`config.mk`:
```
export PLATFORM = sky130hd
export DESIGN_NAME = integer_to_radix_ascii_top
export DESIGN_NICKNAME = d
export VERILOG_FILES = /design/src/rtl/core/itra_pkg.sv /design/src/rtl/core/itra_div.sv /design/src/rtl/core/integer_to_radix_ascii_top.sv
export SDC_FILE = /design/constraint.sdc
export NUM_CORES = 1
export LEC_CHECK = 0
export ABC_AREA = 1
export BUFFER_PORTS_ARGS = -buffer_cell sky130_fd_sc_hd__buf_2
export CAP_MARGIN = 5
export CORE_AREA = 2 2 166 168
export DETAILED_ROUTE_END_ITERATION = 16
export DIE_AREA = 0 0 168 170
export GPL_TIMING_DRIVEN = 0
export PLACE_DENSITY = 0.58
export SLEW_MARGIN = 15
export SYNTH_ARGS = -nofsm -noshare
export SYNTH_HDL_FRONTEND = slang
export SYNTH_SLANG_ARGS = --single-unit
```
`constraint.sdc`:
```
create_clock -name clk -period 8 [get_ports clk]
set_input_delay 1.2 -clock clk [delete_from_list [all_inputs] [get_ports clk]]
set_output_delay 1.2 -clock clk [all_outputs]
set_load 0.02 [all_outputs]
```
`src/rtl/core/itra_pkg.sv`:
```
// ----------------------------------------------------------------------------
// itra_pkg
// Shared constants, types and the digit-to-character map for the
// integer to radix ASCII converter.
// ----------------------------------------------------------------------------
package itra_pkg;

  localparam int VALUE_WIDTH_DEF = 32;
  localparam int BITS_PER_CYCLE  = 4;
  localparam int RADIX_W         = 5;
  localparam int DIGIT_W         = 4;
  localparam int CHAR_W          = 8;

  localparam logic [RADIX_W-1:0] RADIX_RESET = 5'd10;
  localparam logic [RADIX_W-1:0] RADIX_MIN   = 5'd2;
  localparam logic [RADIX_W-1:0] RADIX_MAX   = 5'd16;

  localparam logic [CHAR_W-1:0] CHAR_ZERO  = 8'h30;
  localparam logic [CHAR_W-1:0] CHAR_A     = 8'h61;
  localparam logic [CHAR_W-1:0] CHAR_MINUS = 8'h2d;
  localparam logic [CHAR_W-1:0] CHAR_NONE  = 8'h00;
  localparam logic [DIGIT_W-1:0] DEC_DIGITS = 4'd10;

  typedef struct packed {
    logic               done;
    logic [DIGIT_W-1:0] remainder;
  } div_res_t;

  function automatic logic [CHAR_W-1:0] digit_char(input logic [DIGIT_W-1:0] d);
    if (d < DEC_DIGITS) begin
      digit_char = CHAR_ZERO + CHAR_W'(d);
    end else begin
      digit_char = CHAR_A + CHAR_W'(d - DEC_DIGITS);
    end
  endfunction

endpackage

```
`src/rtl/core/itra_div.sv`:
```
// ----------------------------------------------------------------------------
// itra_div
// Iterative divider of a wide unsigned value by a small base (2..16),
// restoring, four quotient bits per cycle.
// ----------------------------------------------------------------------------
module itra_div #(
  parameter int VALUE_WIDTH = itra_pkg::VALUE_WIDTH_DEF
) (
  input  logic                          clk,
  input  logic                          rst,
  input  logic                          start,
  input  logic [VALUE_WIDTH-1:0]        dividend,
  input  logic [itra_pkg::RADIX_W-1:0]  divisor,
  output logic [VALUE_WIDTH-1:0]        quotient,
  output itra_pkg::div_res_t            res
);
  import itra_pkg::*;

  localparam int STEPS = (VALUE_WIDTH + BITS_PER_CYCLE - 1) / BITS_PER_CYCLE;
  localparam int PW    = STEPS * BITS_PER_CYCLE;
  localparam int CNTW  = $clog2(STEPS + 1);

  logic [PW-1:0]      q;
  logic [PW-1:0]      q_next;
  logic [DIGIT_W-1:0] rem;
  logic [DIGIT_W-1:0] rem_next;
  logic [CNTW-1:0]    cnt;
  logic               running;
  logic               done;

  always_comb begin
    logic [DIGIT_W-1:0] r;
    logic [DIGIT_W:0]   t;
    r      = rem;
    q_next = q;
    for (int j = 0; j < BITS_PER_CYCLE; j++) begin
      t      = {r, q_next[PW-1]};
      q_next = {q_next[PW-2:0], 1'b0};
      if (t >= divisor) begin
        r         = DIGIT_W'(t - divisor);
        q_next[0] = 1'b1;
      end else begin
        r = DIGIT_W'(t);
      end
    end
    rem_next = r;
  end

  always_ff @(posedge clk) begin
    if (rst) begin
      running <= 1'b0;
      done    <= 1'b0;
      cnt     <= '0;
    end else begin
      done <= 1'b0;
      if (start && !running) begin
        q       <= PW'(dividend);
        rem     <= '0;
        cnt     <= CNTW'(STEPS);
        running <= 1'b1;
      end else if (running) begin
        q   <= q_next;
        rem <= rem_next;
        cnt <= cnt - 1'b1;
        if (cnt == CNTW'(1)) begin
          running <= 1'b0;
          done    <= 1'b1;
        end
      end
    end
  end

  assign quotient      = q[VALUE_WIDTH-1:0];
  assign res.done      = done;
  assign res.remainder = rem;

endmodule

```
`src/rtl/core/integer_to_radix_ascii_top.sv`:
```
// ----------------------------------------------------------------------------
// integer_to_radix_ascii_top
// Converts a signed integer into its ASCII text in a base from 2 to 16.
// ----------------------------------------------------------------------------
// Usage:
//   Raise start with value while busy is low; the transaction is taken at
//   that edge. Characters leave one per strobe cycle, most significant
//   first: '-' for negatives, then lower-case digits; last marks the end.
//   A zero value gives a single '0'. A radix outside 2..16 gives a single
//   strobe with character 0, last and bad_base set. The user must write
//   radix through cfg_we/cfg_wdata only while idle; it is not enforced.
// Timing:
//   Invalid base and zero: one strobe the cycle after start, no busy time.
//   Otherwise each digit costs one pass of the shared divider. Then each
//   character goes through the registered digit store read, in ST_RD and
//   then ST_EMIT; the minus sign is emitted from ST_SIGN before them.
// Reset:
//   rst clears the sequencer, the strobe and sets radix to 10.
//   Results cannot be held off: the receiver takes every strobe.
// ----------------------------------------------------------------------------
module integer_to_radix_ascii_top #(
  parameter int VALUE_WIDTH = itra_pkg::VALUE_WIDTH_DEF
) (
  input  logic                          clk,
  input  logic                          rst,
  input  logic                          start,
  output logic                          busy,
  input  logic signed [VALUE_WIDTH-1:0] value,
  input  logic                          cfg_we,
  input  logic [itra_pkg::RADIX_W-1:0]  cfg_wdata,
  output logic                          strobe,
  output logic [itra_pkg::CHAR_W-1:0]   character,
  output logic                          last,
  output logic                          bad_base
);
  import itra_pkg::*;

  localparam int CW   = $clog2(VALUE_WIDTH + 1);
  localparam int IDXW = $clog2(VALUE_WIDTH);

  typedef enum logic [2:0] {
    ST_IDLE,
    ST_DIV,
    ST_SIGN,
    ST_RD,
    ST_EMIT
  } state_t;

  state_t                 state;
  logic [RADIX_W-1:0]     radix;
  logic [VALUE_WIDTH-1:0] mag;
  logic [VALUE_WIDTH-1:0] uvalue;
  logic [VALUE_WIDTH-1:0] quotient;
  logic                   negative;
  logic [CW-1:0]          count;
  logic [IDXW-1:0]        idx;
  logic                   div_go;
  logic [DIGIT_W-1:0]     rd_data;
  logic [DIGIT_W-1:0]     digit_store [VALUE_WIDTH];
  div_res_t               div_res;
  logic                   accept;
  logic                   radix_ok;

  assign busy     = (state != ST_IDLE);
  assign accept   = start && !busy;
  assign uvalue   = VALUE_WIDTH'(value);
  assign radix_ok = (radix >= RADIX_MIN) && (radix <= RADIX_MAX);

  itra_div #(
    .VALUE_WIDTH(VALUE_WIDTH)
  ) u_div (
    .clk      (clk),
    .rst      (rst),
    .start    (div_go),
    .dividend (mag),
    .divisor  (radix),
    .quotient (quotient),
    .res      (div_res)
  );

  always_ff @(posedge clk) begin
    if (rst) begin
      radix <= RADIX_RESET;
    end else if (cfg_we) begin
      radix <= cfg_wdata;
    end
  end

  always_ff @(posedge clk) begin
    if (state == ST_DIV && div_res.done) begin
      digit_store[count[IDXW-1:0]] <= div_res.remainder;
    end
    rd_data <= digit_store[idx];
  end

  always_ff @(posedge clk) begin
    if (rst) begin
      state    <= ST_IDLE;
      strobe   <= 1'b0;
      div_go   <= 1'b0;
      negative <= 1'b0;
      count    <= '0;
      mag      <= '0;
      idx      <= '0;
    end else begin
      strobe <= 1'b0;
      div_go <= 1'b0;
      unique case (state)
        ST_IDLE: begin
          if (accept) begin
            if (!radix_ok) begin
              strobe    <= 1'b1;
              character <= CHAR_NONE;
              last      <= 1'b1;
              bad_base  <= 1'b1;
            end else if (uvalue == '0) begin
              negative  <= 1'b0;
              count     <= '0;
              mag       <= '0;
              strobe    <= 1'b1;
              character <= CHAR_ZERO;
              last      <= 1'b1;
              bad_base  <= 1'b0;
            end else begin
              negative <= uvalue[VALUE_WIDTH-1];
              mag      <= uvalue[VALUE_WIDTH-1] ? VALUE_WIDTH'(~uvalue + 1'b1) : uvalue;
              count    <= '0;
              div_go   <= 1'b1;
              state    <= ST_DIV;
            end
          end
        end
        ST_DIV: begin
          if (div_res.done) begin
            mag   <= quotient;
            count <= count + 1'b1;
            idx   <= count[IDXW-1:0];
            if (quotient == '0 || count == CW'(VALUE_WIDTH - 1)) begin
              state <= negative ? ST_SIGN : ST_RD;
            end else begin
              div_go <= 1'b1;
            end
          end
        end
        ST_SIGN: begin
          strobe    <= 1'b1;
          character <= CHAR_MINUS;
          last      <= 1'b0;
          bad_base  <= 1'b0;
          state     <= ST_RD;
        end
        ST_RD: begin
          state <= ST_EMIT;
        end
        ST_EMIT: begin
          strobe    <= 1'b1;
          character <= digit_char(rd_data);
          last      <= (idx == '0);
          bad_base  <= 1'b0;
          if (idx == '0) begin
            state <= ST_IDLE;
          end else begin
            idx   <= idx - 1'b1;
            state <= ST_RD;
          end
        end
        default: begin
          state <= ST_IDLE;
        end
      endcase
    end
  end

  // an error result never overlaps an active conversion
  a_bad_idle: assert property (@(posedge clk) disable iff (rst)
    strobe && bad_base |-> !busy)
    else $error("bad_base strobe during conversion");

  a_div_owner: assert property (@(posedge clk) disable iff (rst)
    div_res.done |-> state == ST_DIV)
    else $error("divider finished outside digit split");

  a_mag_live: assert property (@(posedge clk) disable iff (rst)
    state == ST_DIV |-> mag != '0)
    else $error("zero magnitude under division");

  a_minus_not_last: assert property (@(posedge clk) disable iff (rst)
    strobe && character == CHAR_MINUS |-> !last)
    else $error("minus sign marked as final character");

  a_strobe_cause: assert property (@(posedge clk) disable iff (rst)
    strobe |-> $past(busy) || $past(start))
    else $error("strobe without a transaction");

endmodule
```
Word level (Yosys, flattened, before mapping)
Memories as Yosys holds them, arrays and structs flattened. A register that Yosys moved wholly into a read port is not among the register bits.
Index checks and enable logic that the tools add are counted.
- register bits after elaboration: 106
- bits in latches: 0
- bits in writable memories: 128
- ROM bits: 0
- input port bits: 41
- output and inout port bits: 12
- memories: 1
- add/sub/neg operators: 11
- multipliers: 0
- div/mod/pow operators: 0
- $lt $le $gt $ge: 7
- equal/unequal tests: 13
- shifts and indexed selects: 0
- mux-type cells: 64
- bitwise gates (word level): 3
- reductions and logical operators: 27
- memories (name ; words ; bits a word ; read ports ; clocked after Yosys merged registers in ; write ports ; line ; RTL):
    digit_store ; 32 ; 4 ; 1 ; 1 ; 1 ; integer_to_radix_ascii_top.sv:59 ; logic [DIGIT_W-1:0] digit_store [VALUE_WIDTH];
- operators with widths (operator ; number):
    32-bit two-way mux ; 7
    32-bit logical NOT ; 2
    32-bit case mux with 2 select lines ; 1
    32-bit by 1-bit adder with 32-bit output (second input constant) ; 1
    8-bit two-way mux ; 4
    32-bit inverter ; 1
    4-bit two-way mux ; 7
    1-bit two-way mux ; 26
    8-bit case mux with 3 select lines ; 1
    5-bit >= comparator ; 4
    6-bit two-way mux ; 3
    4-bit subtractor ; 4
    3-bit two-way mux ; 5
    3-bit case mux with 5 select lines ; 1
    6-bit case mux with 2 select lines ; 1
    4-bit AND reduction ; 3
    5-bit two-way mux ; 2
    5-bit case mux with 2 select lines ; 1
    7-bit by 8-bit adder with 8-bit output (first input constant) ; 1
    2-bit != test (second input constant) ; 4
    2-bit nonzero test ; 4
    6-bit by 4-bit adder with 7-bit output (first input constant) ; 1
    6-bit by 1-bit adder with 6-bit output (second input constant) ; 1
    3-bit by 2-bit equality test with 1-bit output (second input constant) ; 2
    other kinds (27) ; 38

Longest topological paths before layout
- depth after elaboration: 10
- depth in mapped cells: 34
- gate-level depth less buffers: 34

Hierarchy
From an unflattened synthesis, not the netlist that was laid out.
- cell total of the unflattened synthesis: 1403
- area, all modules: 12219.2 sq um
- by module, submodules not included (module ; times used ; cells an instance ; area an instance (sq um) ; sequential area each (sq um)):
    integer_to_radix_ascii_top ; 1 ; 1070 ; 9479.1 ; 5305.1
    itra_div ; 1 ; 333 ; 2740.1 ; 1201.2

Worst setup path after synthesis
Ideal clock, no wire load.
- path type: flip-flop to flip-flop
- start: register u_div.rem[1]
- end: register u_div.q[0], in the netlist u_div.quotient[0] (data pin)
- setup time: 257 ps
- arrival time: 4835 ps
- required time: 7743 ps
- slack: 2908 ps
- stages on the path, launching flop included: 28
- path buffers: 0
- clock period less this slack: 5092 ps
- cell sequence: edfxtp_1 > ha_1 > a21o_1 > nand2_1 > nand3_2 > nand2_1 > o21ai_0 > ha_1 > nand2_1 > or3_1 > nand3_2 > inv_1 > nand2_1 > nand2_1 > ha_1 > nand2_1 > or3_1 > nand3_1 > nand2_1 > a21boi_0 > ha_1 > a21oi_1 > nand2_1 > nand2_1 > nand3b_1 > a21o_1 > nor2_1 > nor2_1
- cells in the longest elaborated chain, start to end: 10
- elaborated cells on any way between the ends: 13
- RTL lines (element ; line ; RTL):
    start, declared ; itra_div.sv:25 ; logic [DIGIT_W-1:0] rem;
    start signal, assigned ; itra_div.sv:63 ; rem <= rem_next;
    4-bit subtractor or 5-bit >= comparator (tied branches) ; itra_div.sv:40, itra_div.sv:39 ;
    4-bit two-way mux (*) ; itra_div.sv:39 ; if (t >= divisor) begin
    4-bit subtractor or 5-bit >= comparator (tied branches) ; itra_div.sv:40, itra_div.sv:39 ;
    4-bit two-way mux (*) ; itra_div.sv:39 ;
    5-bit >= comparator or 4-bit subtractor (tied branches) ; itra_div.sv:39, itra_div.sv:40 ;
    4-bit two-way mux (*) ; itra_div.sv:39 ;
    5-bit >= comparator (*) ; itra_div.sv:39 ;
    1-bit two-way mux (*) ; itra_div.sv:39 ;
    32-bit two-way mux (*) ; itra_div.sv:61 ; end else if (running) begin
    32-bit two-way mux (*) ; itra_div.sv:56 ; if (start && !running) begin
    end signal, assigned ; itra_div.sv:57 ; q <= PW'(dividend);
    end signal, assigned ; itra_div.sv:62 ; q <= q_next;
    end, declared ; itra_div.sv:23 ; logic [PW-1:0] q;
Mark *: on every way between the ends. The rest lies on a longest branch, timed or not. The select of a mux whose other input is x is not followed.
A chain may end at the register's enable or synchronous reset.

Worst setup path after layout
- start: register u_div.rem[2]
- end: register u_div.rem[3] (data pin)
- cells in the longest elaborated chain, start to end: 9
- elaborated cells on any way between the ends: 13
- RTL lines (element ; line):
    4-bit subtractor or 5-bit >= comparator (tied branches) ; itra_div.sv:40, itra_div.sv:39
    4-bit two-way mux (*) ; itra_div.sv:39
    5-bit >= comparator or 4-bit subtractor (tied branches) ; itra_div.sv:39, itra_div.sv:40
    4-bit two-way mux (*) ; itra_div.sv:39
    4-bit subtractor or 5-bit >= comparator (tied branches) ; itra_div.sv:40, itra_div.sv:39
    4-bit two-way mux (*) ; itra_div.sv:39
    4-bit subtractor or 5-bit >= comparator (tied branches) ; itra_div.sv:40, itra_div.sv:39
    4-bit two-way mux (*) ; itra_div.sv:39
    4-bit two-way mux (*) ; itra_div.sv:61
Marked as above.

==> impl_results.md <==
* Sort of element at the end of the critical path: register
* Vias per inst at 5.53
* IO buf count at 52
* Total global-route track usage at 23.7%
* Startpoint type of the worst setup path: register
* Total setup violations reported at the end of the flow at 0
* Stage delay of the slowest cell on the critical path at 1130 ps
* Share of synthesized registers carrying an async set or reset at 0%
* Post-CTS repair timing setup buffer count at 0
* Final Cycle Share at 80.3%
* Share of synthesized area occupied by flip-flops and latches at 54.5%
* Clock tree root buffer cell: clkbuf_16
* Total negative slack for setup checks at 0 ps
* Crit path buf inv count at 1
* Post-CTS Hold Buffers at 0
* Max Slew Vio Count at 0
* Largest vdd supply drop at 0.297 mV
* Via count of the first global-routing pass at 9515
* Flip-flop and latch count after synthesis at 238
* Net count after synthesis at 1414
* Final GP Congestion at 0.921
* Die height at 170 um
* I/O pin count at 53
* Max-cap check violation count at 0
* Non-filler instance count after layout at 1781
* Netlist area before placement at 0.0119 mm^2
* Cell repeated most along the worst path: nand2_1
* Number of detailed-routing iterations run before antenna repair at 5
* Fin nets at 1497
* Critical path data required time at 8400 ps
* Drt total wl at 33600 um
* Number of hold violations in the final report at 0
* Net switching power figure at 0.00174 W
* Number of buffers inserted during clock tree synthesis at 26
* Switching fraction of total power at 37.4%
* Primary FF master, synth: edfxtp_1
* Peak Freq at 156 MHz
* Most common cell after layout, fill and taps aside: nand2_1
* Kind of cell adding the most delay to the critical path: simple AND/OR/NAND/NOR gates
* Crit Path Category: reg2reg
* Grt total ovfl at 0
* Largest fanout of any net on the critical path at 34
* Arrival time at the worst endpoint at 6820 ps
* Per-cell routed wire length at 18.9 um
* Number of distinct library cells after synthesis at 49
* Share of final-layout standard cells stronger than drive strength 1 at 10.4%
* Internal power contribution at 0.00290 W
* Diodes inserted at 0
* Standard cell with the maximum stage delay on the critical path: edfxtp_1
* Layout Utilization at 50.9%
* Global-route wire length before repair at 52300 um
* Area of all placed cells without fillers at 0.0136 mm^2
* Cell count after placement at 1733
* Clock network fraction of design power at 25.4%
* Number of enable flip-flop cells after synthesis at 174
* Worst-Margin Slew at 1190 ps
* Sequential Area at 0.00651 mm^2
* Vias post-DR at 9848
* Slew HR at 20.5%
* Yosys warning total at 0
* Syn Area/Cell at 8.93 um^2
* Minimum period implied by the final worst setup slack at 6430 ps
* Count of H-tree levels built during CTS at 1
* Core ar. at 0.0267 mm^2
* Result of the run: finished, final reports clean
* Filler cells at 2543
* Drt initial violations at 838
* Antenna viol nets, final at 0
* CTS tree: yes
* Kind of path behind the tightest hold check: reg2reg
* Number of design rule violations left after detail routing at 0
* Pin count of the biggest net entering global routing at 35
* Post-DP HPWL at 24300 um
* Width of the die at 168 um
* Area taken by multi-input logic gates at 0.00469 mm^2
* RSZ-0062 raised after global routing: false
* Insertion delay to the later sink of the worst-skew pair at 530 ps
* Most used cells in the layout excluding fill and tap cells: 204 x nand2_1, 186 x nor2_1, 174 x edfxtp_1
* Effective utilization at floorplan at 44.8%
* Placed inst area at 0.0127 mm^2
* P_leak at 5.28 nW
* Number of rows created at floorplan at 60
* Sinks on Clock Net at 238
* Number of cells produced by synthesis at 1337
* Number of antenna violations at the first check in global routing at 0
* Resize count post-CTS at 0
* Portion of total power attributed to sequential cells at 36.6%
* Die ar. at 0.0286 mm^2
* Clock transition at the registers of the reported paths at 60 ps
* Total power density per cell area at 342 mW/mm^2
* Area Overhead vs Synth at 13.5%
* Maximum buffer depth of the clock tree at 3
* Clock Skews at 13.9 ps
* Comb pwr share at 37.9%
## cells by family (layout without fill, tap and decap cells)
kind of cell / Yosys count / in the layout / share of synthesized area, %
flops: 238 / 238 / 54.5
xor+xnor: 9 / 9 / 0.660
compound gates: 332 / 332 / 15.2
fa+ha+maj: 36 / 36 / 4.02
simple gates: 538 / 538 / 19.3
buf+inv: 183 / 286 / 6.30
other cells: 1 / 1 / 0.0314
## flip-flops by register name, indices dropped and copies added, names as in the netlist
signal,cells
bad_base,1
character,8
count,6
digit_store,128
div_go,1
idx,5
last,1
mag,32
negative,1
radix,5
rd_data,4
state,3
strobe,1
u_div.cnt,4
u_div.done,1
u_div.quotient,32
u_div.rem,4
u_div.running,1
## layout make-up
class | count | area share (%)
Buffer | 58 | 2.09
Clock buffer | 40 | 5.71
Clock inverter | 8 | 0.535
Inverter | 125 | 3.46
Multi-Input combinational cell | 916 | 34.6
Sequential cell | 238 | 48.0
Tap cell | 341 | 3.15
Timing Repair Buffer | 55 | 2.44
## through the flow
| step | setup slack (ps) | hold WS, ps | power, W |
|---|---|---|---|
| after floorplan | 2910 | 421 | 0.00295 |
| after global placement | 1540 | 449 | 0.00342 |
| after detailed placement | 1600 | 446 | 0.00347 |
| after CTS | 1550 | 463 | 0.00464 |
| after global routing | 909 | 489 | 0.00499 |
| final | 1570 | 461 | 0.00464 |
## routing by layer
layer / track usage (%) / up-vias / share of wire [%]
met3: 3.00 / 53 / 5.0
met5: 0 / - / 0
met2: 41.9 / 286 / 49
li1: - / 4800 / -
met4: 7.18 / 0 / 2.9
met1: 30.3 / 4709 / 43
## cells in the mapped netlist, types with 2 or more instances
| library cell | n | area (um^2) |
|---|---|---|
| nor3_1 | 11 | 55.1 |
| or2_2 | 9 | 56.3 |
| and3_1 | 2 | 12.5 |
| buf_6 | 5 | 56.3 |
| buf_2 | 16 | 80.1 |
| o221ai_1 | 22 | 193 |
| nand3_1 | 82 | 410 |
| nor4_1 | 2 | 12.5 |
| o22ai_1 | 8 | 50.1 |
| a21o_1 | 5 | 37.5 |
| nand3_2 | 3 | 30.0 |
| xor2_1 | 6 | 52.6 |
| nand2_1 | 204 | 766 |
| xnor2_1 | 3 | 26.3 |
| ha_1 | 32 | 400 |
| and2_1 | 3 | 18.8 |
| or3_1 | 2 | 12.5 |
| inv_1 | 119 | 447 |
| fa_1 | 4 | 80.1 |
| nor2_1 | 187 | 702 |
| buf_1 | 4 | 15.0 |
| a21oi_1 | 105 | 526 |
| a211oi_2 | 2 | 25.0 |
| a31oi_1 | 5 | 31.3 |
| inv_2 | 6 | 22.5 |
| o21ai_2 | 2 | 17.5 |
| o21ai_0 | 147 | 736 |
| o21ai_1 | 27 | 135 |
| nand3b_1 | 6 | 45.0 |
| clkbuf_1 | 31 | 116 |
| nor3_2 | 2 | 20.0 |
| nand2_2 | 4 | 25.0 |
| nor2_2 | 5 | 31.3 |
| edfxtp_1 | 174 | 5230 |
| buf_4 | 2 | 15.0 |
| a211oi_1 | 2 | 15.0 |
| nand4_1 | 13 | 81.3 |
| dfxtp_1 | 64 | 1280 |
## worst paths after layout
path	cells past startpoint	slack [ps]	from	endpoint
max reg2reg	28	1570	u_div.rem[2]	u_div.rem[3]
min	1	460	u_div.cnt[3]	u_div.done
max	28	1570	u_div.rem[2]	u_div.rem[3]
min reg2reg	1	460	u_div.cnt[3]	u_div.done
## power groups by stage
stage	logic (W)	registers (W)	clock network (W)
6_report	0.00176	0.00170	0.00118
5_1_grt	0.00204	0.00171	0.00124
4_1_cts	0.00175	0.00170	0.00119
3_5_place_dp	0.00174	0.00173	0
3_3_place_gp	0.00166	0.00176	0
2_1_floorplan	0.00127	0.00168	0
Power figures use the tool's default switching activity.
